[src/hdl/cpg_pkg.sv]
// package for the circle point generator: widths, types, constants
// no dependencies
`timescale 1ns / 1ps

package cpg_pkg;

  localparam int COORD_BITS = 12;
  localparam int DEC_BITS   = COORD_BITS + 4;
  localparam int PT_BITS    = COORD_BITS + 1;
  localparam int RAD_BITS   = COORD_BITS - 1;

  localparam int QDEPTH     = 2;
  localparam int QA_BITS    = (QDEPTH > 1) ? $clog2(QDEPTH) : 1;
  localparam int QC_BITS    = $clog2(QDEPTH + 1);

  localparam int NPOINTS    = 8;
  localparam int IDX_BITS   = $clog2(NPOINTS);

  typedef logic signed [COORD_BITS-1:0] coord_t;
  typedef logic signed [DEC_BITS-1:0]   dec_t;
  typedef logic signed [PT_BITS-1:0]    pt_t;
  typedef logic [RAD_BITS-1:0]          rad_t;
  typedef logic [IDX_BITS-1:0]          idx_t;

  localparam idx_t LAST_IDX = idx_t'(NPOINTS - 1);

  typedef enum logic {
    CMD_START = 1'b0,
    CMD_STEP  = 1'b1
  } cmd_e;

  // one iteration handed from front to back
  typedef struct packed {
    coord_t cx;
    coord_t cy;
    coord_t ox;
    coord_t oy;
    logic   done;
  } job_t;

endpackage

[src/hdl/cpg_if.sv]
// handshake channels of the circle point generator: command in, point out
// depends on cpg_pkg
`timescale 1ns / 1ps

interface cpg_cmd_if;
  logic             valid;
  logic             ready;
  logic             command;
  cpg_pkg::coord_t  centre_x_in;
  cpg_pkg::coord_t  centre_y_in;
  cpg_pkg::rad_t    radius_in;

  modport source (output valid, command, centre_x_in, centre_y_in, radius_in, input ready);
  modport sink   (input valid, command, centre_x_in, centre_y_in, radius_in, output ready);
endinterface

interface cpg_pt_if;
  logic          valid;
  logic          ready;
  cpg_pkg::pt_t  point_x;
  cpg_pkg::pt_t  point_y;
  logic          octet_last;
  logic          circle_done;

  modport source (output valid, point_x, point_y, octet_last, circle_done, input ready);
  modport sink   (input valid, point_x, point_y, octet_last, circle_done, output ready);
endinterface

[src/hdl/cpg_front.sv]
// front part: takes commands, holds circle state, runs one Bresenham iteration per
// start or busy step, pushes its offsets to the queue; depends on cpg_pkg, cpg_if
`timescale 1ns / 1ps

module cpg_front (
  input  logic            clk_i,
  input  logic            rst_ni,
  cpg_cmd_if.sink         cmd_i,
  output logic            push_valid_o,
  input  logic            push_ready_i,
  output cpg_pkg::job_t   push_job_o
);
  import cpg_pkg::*;

  logic   busy_q, busy_d;
  coord_t cx_q, cx_d, cy_q, cy_d;
  coord_t x_q, x_d, y_q, y_d;
  dec_t   d_q, d_d;

  logic   take, start, run, neg, done;
  coord_t cur_x, cur_y, nx, ny, diff;
  dec_t   cur_d, inc;

  assign cmd_i.ready = push_ready_i;
  assign take  = cmd_i.valid && cmd_i.ready;
  assign start = (cmd_i.command == CMD_START);
  assign run   = take && (start || busy_q);

  always_comb begin
    cur_x = start ? '0 : x_q;
    cur_y = start ? coord_t'(cmd_i.radius_in) : y_q;
    cur_d = start ? (dec_t'(3) - (dec_t'(cmd_i.radius_in) <<< 1)) : d_q;
    neg   = cur_d[DEC_BITS-1];
    nx    = cur_x + coord_t'(1);
    diff  = nx - cur_y;
    inc   = neg ? ((dec_t'(nx) <<< 2) + dec_t'(6)) : ((dec_t'(diff) <<< 2) + dec_t'(10));
    ny    = neg ? cur_y : (cur_y - coord_t'(1));
    done  = (nx > ny);
  end

  always_comb begin
    busy_d = busy_q;
    cx_d   = cx_q;
    cy_d   = cy_q;
    x_d    = x_q;
    y_d    = y_q;
    d_d    = d_q;
    if (take && start) begin
      cx_d = cmd_i.centre_x_in;
      cy_d = cmd_i.centre_y_in;
    end
    if (run) begin
      x_d    = nx;
      y_d    = ny;
      d_d    = cur_d + inc;
      busy_d = !done;
    end
  end

  // job carries the offsets before the update
  assign push_valid_o    = run;
  assign push_job_o.cx   = start ? cmd_i.centre_x_in : cx_q;
  assign push_job_o.cy   = start ? cmd_i.centre_y_in : cy_q;
  assign push_job_o.ox   = cur_x;
  assign push_job_o.oy   = cur_y;
  assign push_job_o.done = done;

  always_ff @(posedge clk_i or negedge rst_ni) begin
    if (!rst_ni) begin
      busy_q <= 1'b0;
      cx_q   <= '0;
      cy_q   <= '0;
      x_q    <= '0;
      y_q    <= '0;
      d_q    <= '0;
    end else begin
      busy_q <= busy_d;
      cx_q   <= cx_d;
      cy_q   <= cy_d;
      x_q    <= x_d;
      y_q    <= y_d;
      d_q    <= d_d;
    end
  end

endmodule

[src/hdl/cpg_queue.sv]
// short job queue between front and back
// depends on cpg_pkg
`timescale 1ns / 1ps

module cpg_queue (
  input  logic            clk_i,
  input  logic            rst_ni,
  input  logic            wr_valid_i,
  output logic            wr_ready_o,
  input  cpg_pkg::job_t   wr_job_i,
  output logic            rd_valid_o,
  input  logic            rd_ready_i,
  output cpg_pkg::job_t   rd_job_o
);
  import cpg_pkg::*;

  job_t                mem_q [QDEPTH];
  logic [QA_BITS-1:0]  wr_ptr_q, wr_ptr_d, rd_ptr_q, rd_ptr_d;
  logic [QC_BITS-1:0]  cnt_q, cnt_d;
  logic                wr_en, rd_en;

  assign wr_ready_o = (cnt_q != QC_BITS'(QDEPTH));
  assign rd_valid_o = (cnt_q != '0);
  assign rd_job_o   = mem_q[rd_ptr_q];
  assign wr_en      = wr_valid_i && wr_ready_o;
  assign rd_en      = rd_valid_o && rd_ready_i;

  always_comb begin
    wr_ptr_d = wr_ptr_q;
    rd_ptr_d = rd_ptr_q;
    cnt_d    = cnt_q;
    if (wr_en) begin
      wr_ptr_d = (wr_ptr_q == QA_BITS'(QDEPTH - 1)) ? '0 : wr_ptr_q + 1'b1;
    end
    if (rd_en) begin
      rd_ptr_d = (rd_ptr_q == QA_BITS'(QDEPTH - 1)) ? '0 : rd_ptr_q + 1'b1;
    end
    if (wr_en && !rd_en) begin
      cnt_d = cnt_q + 1'b1;
    end else if (rd_en && !wr_en) begin
      cnt_d = cnt_q - 1'b1;
    end
  end

  always_ff @(posedge clk_i) begin
    if (wr_en) begin
      mem_q[wr_ptr_q] <= wr_job_i;
    end
  end

  always_ff @(posedge clk_i or negedge rst_ni) begin
    if (!rst_ni) begin
      wr_ptr_q <= '0;
      rd_ptr_q <= '0;
      cnt_q    <= '0;
    end else begin
      wr_ptr_q <= wr_ptr_d;
      rd_ptr_q <= rd_ptr_d;
      cnt_q    <= cnt_d;
    end
  end

endmodule

[src/hdl/cpg_back.sv]
// back part: expands one job into eight symmetric points, one per cycle unless the
// output stalls, through a registered output stage; depends on cpg_pkg, cpg_if
`timescale 1ns / 1ps

module cpg_back (
  input  logic            clk_i,
  input  logic            rst_ni,
  input  logic            job_valid_i,
  output logic            job_ready_o,
  input  cpg_pkg::job_t   job_i,
  cpg_pt_if.source        pt_o
);
  import cpg_pkg::*;

  job_t  job_q, job_d;
  logic  have_q, have_d;
  idx_t  idx_q, idx_d;
  logic  ov_q, ov_d;
  pt_t   px_q, px_d, py_q, py_d;
  logic  last_q, last_d, done_q, done_d;

  logic  load;
  pt_t   ox, oy, dx, dy;

  assign load        = !ov_q || pt_o.ready;
  assign job_ready_o = !have_q || (load && idx_q == LAST_IDX);

  assign ox = pt_t'(job_q.ox);
  assign oy = pt_t'(job_q.oy);

  // symmetric point order
  always_comb begin
    case (idx_q)
      3'd0:    begin dx =  ox; dy =  oy; end
      3'd1:    begin dx =  oy; dy =  ox; end
      3'd2:    begin dx = -ox; dy =  oy; end
      3'd3:    begin dx =  oy; dy = -ox; end
      3'd4:    begin dx = -ox; dy = -oy; end
      3'd5:    begin dx = -oy; dy = -ox; end
      3'd6:    begin dx =  ox; dy = -oy; end
      default: begin dx = -oy; dy =  ox; end
    endcase
  end

  always_comb begin
    job_d  = job_q;
    have_d = have_q;
    idx_d  = idx_q;
    ov_d   = ov_q;
    px_d   = px_q;
    py_d   = py_q;
    last_d = last_q;
    done_d = done_q;
    if (load) begin
      ov_d = have_q;
      if (have_q) begin
        px_d   = pt_t'(job_q.cx) + dx;
        py_d   = pt_t'(job_q.cy) + dy;
        last_d = (idx_q == LAST_IDX);
        done_d = (idx_q == LAST_IDX) && job_q.done;
        idx_d  = idx_q + 1'b1;
      end
    end
    if (job_ready_o) begin
      have_d = job_valid_i;
      job_d  = job_i;
      idx_d  = '0;
    end
  end

  always_ff @(posedge clk_i) begin
    job_q  <= job_d;
    px_q   <= px_d;
    py_q   <= py_d;
    last_q <= last_d;
    done_q <= done_d;
  end

  always_ff @(posedge clk_i or negedge rst_ni) begin
    if (!rst_ni) begin
      have_q <= 1'b0;
      idx_q  <= '0;
      ov_q   <= 1'b0;
    end else begin
      have_q <= have_d;
      idx_q  <= idx_d;
      ov_q   <= ov_d;
    end
  end

  assign pt_o.valid       = ov_q;
  assign pt_o.point_x     = px_q;
  assign pt_o.point_y     = py_q;
  assign pt_o.octet_last  = last_q;
  assign pt_o.circle_done = done_q;

endmodule

[src/hdl/circle_point_generator.sv]
// an iteration's points pass the queue, the back's job register and the output register
// throughput: one command per cycle into the front until the queue is full; the back
// emits one point per cycle on the output port unless it stalls, eight per iteration
// a step while idle is taken and gives no points
// reset (async, active low) idles the block; no clearing pass
`timescale 1ns / 1ps

module circle_point_generator (
  input  logic      clk_i,
  input  logic      rst_ni,
  cpg_cmd_if.sink   cmd_i,
  cpg_pt_if.source  pt_o
);
  import cpg_pkg::*;

  // front to queue
  logic  push_valid, push_ready;
  job_t  push_job;

  // queue to back
  logic  pop_valid, pop_ready;
  job_t  pop_job;

  // front: decodes start/step, keeps centre, offsets and decision value,
  // advances the circle once per accepted start, or step while busy
  cpg_front u_front (
    .clk_i        (clk_i),
    .rst_ni       (rst_ni),
    .cmd_i        (cmd_i),
    .push_valid_o (push_valid),
    .push_ready_i (push_ready),
    .push_job_o   (push_job)
  );

  // decouples the front from the back, which emits eight points per job
  cpg_queue u_queue (
    .clk_i      (clk_i),
    .rst_ni     (rst_ni),
    .wr_valid_i (push_valid),
    .wr_ready_o (push_ready),
    .wr_job_i   (push_job),
    .rd_valid_o (pop_valid),
    .rd_ready_i (pop_ready),
    .rd_job_o   (pop_job)
  );

  // back: walks the eight symmetric points, next job loads as the last one leaves
  cpg_back u_back (
    .clk_i       (clk_i),
    .rst_ni      (rst_ni),
    .job_valid_i (pop_valid),
    .job_ready_o (pop_ready),
    .job_i       (pop_job),
    .pt_o        (pt_o)
  );

endmodule

[src/flat_wrapper.sv]
// flat-port wrapper written by rule: the top's interface ports become plain ports
module circle_point_generator_flat import cpg_pkg::*;
  (clk_i, rst_ni, cmd_i_valid, cmd_i_command, cmd_i_centre_x_in, cmd_i_centre_y_in, cmd_i_radius_in, cmd_i_ready, pt_o_valid, pt_o_point_x, pt_o_point_y, pt_o_octet_last, pt_o_circle_done, pt_o_ready);
  cpg_cmd_if cmd_i_i ();
  cpg_pt_if pt_o_i ();
  input  logic clk_i;
  input  logic rst_ni;
  input wire logic [$bits(cmd_i_i.valid)-1:0] cmd_i_valid;
  input wire logic [$bits(cmd_i_i.command)-1:0] cmd_i_command;
  input wire logic [$bits(cmd_i_i.centre_x_in)-1:0] cmd_i_centre_x_in;
  input wire logic [$bits(cmd_i_i.centre_y_in)-1:0] cmd_i_centre_y_in;
  input wire logic [$bits(cmd_i_i.radius_in)-1:0] cmd_i_radius_in;
  output wire logic [$bits(cmd_i_i.ready)-1:0] cmd_i_ready;
  output wire logic [$bits(pt_o_i.valid)-1:0] pt_o_valid;
  output wire logic [$bits(pt_o_i.point_x)-1:0] pt_o_point_x;
  output wire logic [$bits(pt_o_i.point_y)-1:0] pt_o_point_y;
  output wire logic [$bits(pt_o_i.octet_last)-1:0] pt_o_octet_last;
  output wire logic [$bits(pt_o_i.circle_done)-1:0] pt_o_circle_done;
  input wire logic [$bits(pt_o_i.ready)-1:0] pt_o_ready;
  assign cmd_i_i.valid = cmd_i_valid;
  assign cmd_i_i.command = cmd_i_command;
  assign cmd_i_i.centre_x_in = cmd_i_centre_x_in;
  assign cmd_i_i.centre_y_in = cmd_i_centre_y_in;
  assign cmd_i_i.radius_in = cmd_i_radius_in;
  assign cmd_i_ready = cmd_i_i.ready;
  assign pt_o_valid = pt_o_i.valid;
  assign pt_o_point_x = pt_o_i.point_x;
  assign pt_o_point_y = pt_o_i.point_y;
  assign pt_o_octet_last = pt_o_i.octet_last;
  assign pt_o_circle_done = pt_o_i.circle_done;
  assign pt_o_i.ready = pt_o_ready;
  circle_point_generator u_core (.clk_i(clk_i), .rst_ni(rst_ni), .cmd_i(cmd_i_i), .pt_o(pt_o_i));
endmodule
[config.mk]
export PLATFORM = sky130hd
export DESIGN_NAME = circle_point_generator_flat
export DESIGN_NICKNAME = d
export VERILOG_FILES = /design/src/hdl/cpg_pkg.sv /design/src/hdl/cpg_if.sv /design/src/hdl/cpg_front.sv /design/src/hdl/cpg_queue.sv /design/src/hdl/cpg_back.sv /design/src/hdl/circle_point_generator.sv /design/src/flat_wrapper.sv
export SDC_FILE = /design/constraint.sdc
export NUM_CORES = 1
export LEC_CHECK = 0
export BUFFER_PORTS_ARGS = -buffer_cell sky130_fd_sc_hd__clkbuf_2
export CAP_MARGIN = 20
export CELL_PAD_IN_SITES_DETAIL_PLACEMENT = 0
export CELL_PAD_IN_SITES_GLOBAL_PLACEMENT = 1
export CORE_UTILIZATION = 33
export CTS_CLUSTER_DIAMETER = 100
export DETAILED_ROUTE_END_ITERATION = 16
export GPL_TIMING_DRIVEN = 1
export PLACE_DENSITY = 0.64
export RECOVER_POWER = 100
export SLEW_MARGIN = 10
export SYNTH_ARGS = -nofsm -noshare
export SYNTH_HDL_FRONTEND = slang
export SYNTH_SLANG_ARGS = --single-unit
[constraint.sdc]
create_clock -name clk_i -period 16.3 [get_ports clk_i]
set_input_delay 0.815 -clock clk_i [delete_from_list [all_inputs] [get_ports clk_i]]
set_output_delay 0.815 -clock clk_i [all_outputs]
set_load 0.02 [all_outputs]
==> qor.yml, run 1 <==
ys_seq_elements: 248
cap_violations: 9
intPower_w: 0.00187
synth_nets: 1365
slew_headroom_pct: -112
cts-root-buf: "clkbuf_16"
avgSynthCellArea_um2: 11.4
hold_depth: 2
fp.dieH_um: 210
setup_viol: 0
place_congestion: 0.847
yosysTopAreaCell: "edfxtp_1"
power_frac_seq_pct: 34.4
grt_setup_unrepaired: "false"
hold_path_end: "u_core.u_front.d_q[14]"
area_growth_pct: 12.7
p_sw_w: 0.00114
place_area_um2: 15300
synthesis.area_um2: 14300
grt_max_degree: 67
r2r_setup_slack_ns: 9.64
grt_pass1_wl_um: 55300
leakagePower_nw: 6.17
synth_edf_count: 175
crit_path_cell_trace: "clkbuf_1 -> clkbuf_1 -> mux2i_1 -> ha_1 -> a31oi_1 -> nand2_1 -> a2111oi_0 -> a21oi_1 -> o32ai_1 -> and3_1 -> xor2_1 -> o21ai_0 -> ha_1 -> nand3_1 -> a211oi_1 -> nor2_1 -> a211o_1 -> o21ai_0 -> or4_1 -> o211ai_1"
post_drt_wl_per_cell_um: 18.3
synth_xor_area_share_pct: 7.83
synth-adder-area-share_pct: 6.50
num_io_pins: 70
yosysWarnings: 0
r2r_cells: 23
worstSetupStartpointType: "input port"
fin_area_um2: 16100
cp_data_arrival_time_ns: 9.74
ys_seq_area_share_pct: 49.6
status: "finished with violations"
final_hold_viol_count: 0
start_util_pct: 33.8
path_delay_family: "buffers and inverters"
clk_path_buf_depth: 3
postSynthCellCount: 1254
cp_num_buf_inv: 2
setup_tns_ns: 0
required_ns: 16.71
yosysUniqueCellTypes: 81
crit_path_end_kind: "register"
fmax_ghz: 0.107
synth_top_family_by_area: "simple AND/OR/NAND/NOR gates"
synth_area_leaders: "edfxtp_1, dfrtp_1, mux2_2"
antenna_found_initial: 0
period_share_pct: 57.2
crit_path_top_delay_cell: "clkbuf_1"
synth_top_area_share_pct: 36.8
ant_nets: 0
p_per_area_nw_per_um2: 187
critical_path.max_stage_delay_ns: 2.05
diodes: 0
clock_latency_ns: 0.55
clock_power_share_pct: 21.5
dp_hpwl_um: 25700
hold_class: "register to register"
synthSimpleGateAreaFrac_pct: 11.8
slew_violations: 415
min_period_ns: 9.33
path_clk_slew_ns: 0.06
finalCoreUtilization_pct: 38.1
async_reset_ff_share_pct: 29.4
r2r_start: "u_core.u_front.x_q[0]"
ctsHoldBuffers: 0
dr.pass1.iters: 5
drc: 0
postCtsSetupBuffers: 0
dr_total_vias: 9574
synth_compound_area_share_pct: 10.8
fp-row-count: 75
path_class: "input port to register"
cts_sinks: 248
nNetsFinal: 1438
grt_pass1_vias: 9572
viasPerCell: 4.97
drtIter0Drc: 631
crit_fanout: 57
fin_skew_ns: 0.00985
hp-start: "u_core.u_front.d_q[14]"
grt-ovfl-total: 0
cts_resized: 0
grt_use_total_pct: 16.2
ir_worst_vdd_mv: 0.0852
dieArea_um2: 44100
combinationalPowerShare_pct: 44.1
r2r_end: "u_core.u_front.d_q[15]"
htree_levels: 1
ys.flop_type: "edfxtp_1"
drive_gt1_share_pct: 15.0
wl_um: 35300
io_buffer_count: 69
die_x_um: 210
violations: "capacitance limit, slew limit"
timing_worst_slew_pin_value_ns: 3.19
cts_buffers: 28
synthMuxAreaShare_pct: 10.7
cts_tree: "yes"
coreArea_um2: 42300
p_sw_share_pct: 37.9
-- routing by layer --
metal	global-route usage (%)	vias up	share of wire, %
met2	26.1	158	46
met5	0	-	0
met4	4.05	0	2.2
li1	-	4712	-
met3	2.41	45	3.5
met1	22.7	4659	48
-- worst reg2reg max path, cell delays in order, from the launching register on --
cell       delay (ns)
dfrtp_1          0.46
nand2_1          0.15
inv_1            0.39
ha_1             0.34
and3_4           0.25
mux2i_4          0.35
inv_2            0.12
ha_1             0.37
a31oi_1          0.27
nand2_1          0.11
a2111oi_0        0.87
a21oi_1          0.18
o32ai_1          0.57
and3_1           0.26
xor2_1           0.14
o21ai_0          0.10
ha_1             0.38
nand3_1          0.09
a211oi_1         0.26
nor2_1           0.10
a211o_1          0.30
o21ai_0          0.23
or4_1            0.14
o211ai_1         0.10
-- Yosys cell counts (all sizes together), types with 33 or more instances --
library cell  number
ha                67
dfrtp             73
nand2            117
nor3              33
mux2             114
a21oi             51
nor2              70
inv               64
edfxtp           175
xor2              38
xnor2             81
o21ai             93
-- power groups by stage --
stage / clock, W / combinational, W / sequential, W
after floorplan: 0 / 0.000971 / 0.00106
after global placement: 0 / 0.00136 / 0.00104
after detailed placement: 0 / 0.00137 / 0.00104
after CTS: 0.000667 / 0.00137 / 0.00103
after global routing: 0.000691 / 0.00148 / 0.00106
final: 0.000647 / 0.00133 / 0.00103
-- sequential cells by signal, indices dropped and copies added, names as in the netlist --
register                        flops
u_core.u_queue.mem_q               98
u_core.u_back.job_q                49
u_core.u_front.d_q                 15
u_core.u_back.pt_o.point_x         13
u_core.u_back.pt_o.point_y         13
u_core.u_front.cx_q                12
u_core.u_front.cy_q                12
u_core.u_front.x_q                 12
u_core.u_front.y_q                 12
u_core.u_back.idx_q                 3
u_core.u_queue.cnt_q                2
u_core.u_back.have_q                1
u_core.u_back.pt_o.circle_done      1
u_core.u_back.pt_o.octet_last       1
u_core.u_back.pt_o.valid            1
u_core.u_front.busy_q               1
u_core.u_queue.rd_ptr_q             1
u_core.u_queue.wr_ptr_q             1
-- how the worst max path moves through the flow --
stage                       start                     endpoint  slack [ns]  cells after the start
finish              cmd_i_command       u_core.u_front.d_q[15]        6.97                     20
global route        cmd_i_command  u_core.u_queue.mem_q[1][16]        6.11                      7
CTS                 cmd_i_command       u_core.u_front.d_q[15]       10.02                     24
detailed placement  cmd_i_command       u_core.u_front.d_q[15]        9.42                     24
global placement    cmd_i_command       u_core.u_front.d_q[15]        9.58                     24
floorplan           cmd_i_command       u_core.u_front.d_q[15]        9.94                     27
-- through the flow --
stage / instances / power, W / setup slack, ns / hold slack [ns]
2_1_floorplan: 1254 / 0.00203 / 9.94 / 0.444
3_3_place_gp: 1873 / 0.00239 / 9.58 / 0.464
3_5_place_dp: 1873 / 0.00241 / 9.42 / 0.472
4_1_cts: 1925 / 0.00307 / 10.02 / 0.151
5_1_grt: 1926 / 0.00323 / 6.11 / 0.487
6_report: 1926 / 0.00301 / 6.97 / 0.477
-- logic make-up after synthesis --
family | count (synthesis)
flops | 248
xor+xnor | 121
compound gates | 237
simple gates | 342
buf+inv | 104
mux | 130
fa+ha+maj | 72
-- cells in the final DEF (no fill, tap or decap), types with 6 or more instances in the layout --
| cell type | instances |
|---|---|
| nand2b_1 | 10 |
| and3_1 | 7 |
| and2_0 | 7 |
| clkbuf_2 | 37 |
| or3_1 | 22 |
| a21oi_1 | 49 |
| and2_1 | 6 |
| nor3_1 | 30 |
| nor2b_1 | 19 |
| nor2_1 | 69 |
| mux2_2 | 83 |
| edfxtp_1 | 175 |
| clkbuf_16 | 29 |
| o211ai_1 | 10 |
| a222oi_1 | 6 |
| mux2i_1 | 14 |
| o21ai_0 | 86 |
| xnor2_1 | 79 |
| mux2_1 | 30 |
| a22oi_1 | 6 |
| xor2_1 | 36 |
| nand3_1 | 19 |
| dfrtp_1 | 73 |
| ha_1 | 67 |
| nand4_1 | 7 |
| nand2_1 | 117 |
| a21o_1 | 11 |
| clkbuf_1 | 46 |
| inv_1 | 63 |
| o21bai_1 | 10 |
-- layout make-up --
cell class | count | area, um2
Fill cell | 4130 | 26200
Sequential cell | 248 | 7080
Multi-Input combinational cell | 902 | 6730
Clock buffer | 34 | 764
Tap cell | 577 | 722
Timing Repair Buffer | 83 | 369
Inverter | 64 | 240
Clock inverter | 18 | 195
(Power assumes the default switching activity.)
==> run 2, diff against run 1 <==
ABC_AREA = 1   (was unset)
PLACE_DENSITY = 0.69   (was 0.64)
clock period = 8.2 ns   (was 16.3 ns; I/O delays follow)
==> qor.yml, run 2 <==
dr_total_vias: 10800  # was 9574
htree_levels: 1  # unchanged
synth_most_common_cell: "nand2_1"  # was edfxtp_1
io_buffer_count: 69  # unchanged
ant_nets: 0  # unchanged
timing_worst_slew_pin_value_ns: 2.97  # was 3.19 ns
slew_headroom_pct: -97.8  # was -112%
fmax_ghz: 0.177
slew_violations: 449  # was 415
clk_path_buf_depth: 3  # unchanged
clock_latency_ns: 0.55  # about the same
yosysTopAreaCell: "edfxtp_1"  # unchanged
reg_top3: "u_core.u_queue.mem_q x98, u_core.u_back.job_q x49, u_core.u_front.d_q x15"  # unchanged
synth_area_leaders: "edfxtp_1, nand2_1, dfrtp_1"  # was edfxtp_1, dfrtp_1, mux2_2
synth_nets: 1752  # was 1365
crit_fanout: 62  # was 57
grt_use_total_pct: 16.4  # was 16.2%
cts_buffers: 27  # was 28
num_io_pins: 70  # unchanged
fp-row-count: 75  # unchanged
crit_path_end_kind: "register"  # unchanged
synth_top_area_share_pct: 37.2  # was 36.8%
place_congestion: 0.880  # was 0.847
p_per_area_nw_per_um2: 390  # was 187 nW/um2
hold_class: "input port to register"  # was register to register
multi_input_area_um2: 6050  # was 6730 um2
grt-ovfl-total: 0  # unchanged
nNetsFinal: 1821  # was 1438
setup_tns_ns: 0  # unchanged
worstSetupStartpointType: "input port"  # unchanged
layout_common_cells: "nand2_1, inv_1, edfxtp_1"  # was edfxtp_1, nand2_1, o21ai_0
finalCoreUtilization_pct: 37.6  # was 38.1%
async_reset_ff_share_pct: 29.4  # unchanged
fin_skew_ns: 0.0103  # was 0.00985 ns
cts_tree: "yes"  # unchanged
regArea_um2: 7080  # unchanged
area_growth_pct: 12.1  # was 12.7%
setup_viol: 0  # unchanged
antenna_found_initial: 0  # unchanged
regMostFlops: "u_core.u_queue.mem_q"  # unchanged
leakagePower_nw: 7.17  # was 6.17 nW
ys_seq_area_share_pct: 50.1  # was 49.6%
final_hold_viol_count: 0  # unchanged
dp_hpwl_um: 26200  # was 25700 um
cts-root-buf: "clkbuf_16"  # unchanged
post_drt_wl_per_cell_um: 15.6  # was 18.3 um
synthesis.area_um2: 14100  # was 14300 um2
grt_setup_unrepaired: "false"  # unchanged
intPower_w: 0.00361  # was 0.00187 W
fp.dieH_um: 209  # was 210 um
die_x_um: 209  # was 210 um
path_clk_slew_ns: 0.06  # about the same
period_share_pct: 68.7
dieArea_um2: 43700  # was 44100 um2
p_sw_share_pct: 41.6  # was 37.9%
p_sw_w: 0.00257  # was 0.00114 W
grt_max_degree: 70  # was 67
drtIter0Drc: 671  # was 631
combinationalPowerShare_pct: 46.3  # was 44.1%
diodes: 0  # unchanged
cap_violations: 9  # unchanged
yosysUniqueCellTypes: 54  # was 81
final_common_cell: "nand2_1"  # was edfxtp_1
grt_pass1_wl_um: 56300  # was 55300 um
required_ns: 8.50  # was 16.71 ns
clock_power_share_pct: 20.0  # was 21.5%
cts_sinks: 248  # unchanged
coreArea_um2: 42100  # was 42300 um2
ys_seq_elements: 248  # unchanged
fin_area_um2: 15900  # was 16100 um2
dr.pass1.iters: 6  # was 5
place_area_um2: 15100  # was 15300 um2
power_frac_seq_pct: 33.7  # was 34.4%
violations: "capacitance limit, slew limit"  # unchanged
postSynthCellCount: 1641  # was 1254
wl_um: 35400  # was 35300 um
ir_worst_vdd_mv: 0.223  # was 0.0852 mV
synth_edf_count: 175  # unchanged
avgSynthCellArea_um2: 8.62  # was 11.4 um2
path_class: "input port to register"  # unchanged
cp_data_arrival_time_ns: 5.94  # was 9.74 ns
ys.flop_type: "edfxtp_1"  # unchanged
drive_gt1_share_pct: 6.53  # was 15.0%
r2r_setup_slack_ns: 2.85  # was 9.64 ns
min_period_ns: 5.63
drc: 0  # unchanged
largest_reg_flops: 98  # unchanged
start_util_pct: 33.6  # was 33.8%
grt_pass1_vias: 10300  # was 9572
yosysWarnings: 0  # unchanged
viasPerCell: 4.74  # was 4.97
status: "finished with violations"  # unchanged
n_fill_cell: 4288  # was 4130
synthTopCellsByCount: "nand2_1, inv_1, edfxtp_1"  # was edfxtp_1, nand2_1, mux2_2
## run 2: cell count changes after synthesis, moves of 15 or more
| cell | change |
|---|---|
| o21ai_0 | +40 |
| inv_1 | +143 |
| nand3_1 | +61 |
| nor2b_1 | -20 |
| xor2_1 | +15 |
| mux2_2 | -113 |
| nor3_1 | -19 |
| nor2_1 | +31 |
| xnor2_1 | -61 |
| nand2_1 | +383 |
| or3_1 | -22 |
## run 2: final timing paths
kind,to,start,cells past startpoint
worst max-delay path,u_core.u_front.d_q[14],cmd_i_command,21
worst min-delay path,u_core.u_front.cy_q[1],cmd_i_centre_y_in[1],3
worst max register to register,u_core.u_back.pt_o.point_x[11],u_core.u_back.idx_q[0],25
worst min register to register,u_core.u_front.d_q[1],u_core.u_front.d_q[1],2
max in group asynchronous,u_core.u_front.x_q[2],rst_ni,3
min in group asynchronous,u_core.u_front.d_q[13],rst_ni,2
## run 2: final cells by class
cell class              instances  share of cell area [%]
flip-flops and latches        248                    44.7
multi-input cells            1141                    38.1
inverters                     211                    4.99
clock buffers                  30                    4.33
well taps                     539                    4.25
repair buffers                 81                    2.32
clock inverters                19                    1.30
## run 2: critical path: stages
cell and delay, ns:
buf_4 0.44, inv_1 0.40, or2_1 0.31, nand2_1 0.06, clkbuf_1 0.96, clkinv_1 0.73, or2_2 0.47, o21ai_0 0.13
ha_1 0.18, nand2_1 0.05, o21ai_0 0.33, nand3_1 0.14, and2_0 0.20, o21ai_0 0.30, nand2_1 0.12, o21ai_0 0.21
nand2_1 0.10, nand2_1 0.07, a21oi_1 0.07, xor2_1 0.13, o21ai_0 0.09
## run 2: cell families (layout without fill, tap and decap cells)
group	count (synthesis)	after routing	share of synthesized area, %
buf+inv	252	341	6.99
mux	1	1	0.0708
compound gates	253	253	10.1
xor+xnor	70	70	4.39
simple gates	746	746	21.9
fa+ha+maj	71	71	6.49
flops	248	248	50.1
## run 2: power by group through the flow
stage / clock [W] / combinational, W / sequential [W]
2_1_floorplan: 0 / 0.00200 / 0.00216
3_3_place_gp: 0 / 0.00288 / 0.00208
3_5_place_dp: 0 / 0.00291 / 0.00209
4_1_cts: 0.00127 / 0.00293 / 0.00207
5_1_grt: 0.00131 / 0.00325 / 0.00212
6_report: 0.00124 / 0.00286 / 0.00208
## run 2: what timing repair did
action / CTS / global route
hold endpoints to repair: 28 / 0
resized for setup: 0 / 0
hold buffers: 1 / 0
buffers inserted: 0 / 0
## run 2: stage by stage
step | cells | hold WS (ns) | power [W] | setup slack, ns
2_1_floorplan | 1641 | 0.114 | 0.00416 | 3.66
3_3_place_gp | 2219 | 0.417 | 0.00497 | 2.78
3_5_place_dp | 2219 | 0.415 | 0.00500 | 2.70
4_1_cts | 2269 | 0.0975 | 0.00627 | 3.20
5_1_grt | 2269 | 0.122 | 0.00668 | 1.82
6_report | 2269 | 0.128 | 0.00618 | 2.57
## run 2: metal layers
| metal | part of all wire [%] | track usage (%) | vias up | wire length (um) |
|---|---|---|---|---|
| li1 | - | - | 5561 | - |
| met1 | 50 | 23.6 | 4939 | 17600 |
| met2 | 44 | 25.8 | 205 | 15600 |
| met3 | 3.7 | 1.85 | 55 | 1320 |
| met4 | 2.8 | 4.89 | 0 | 994 |
| met5 | 0 | 0 | - | 0 |
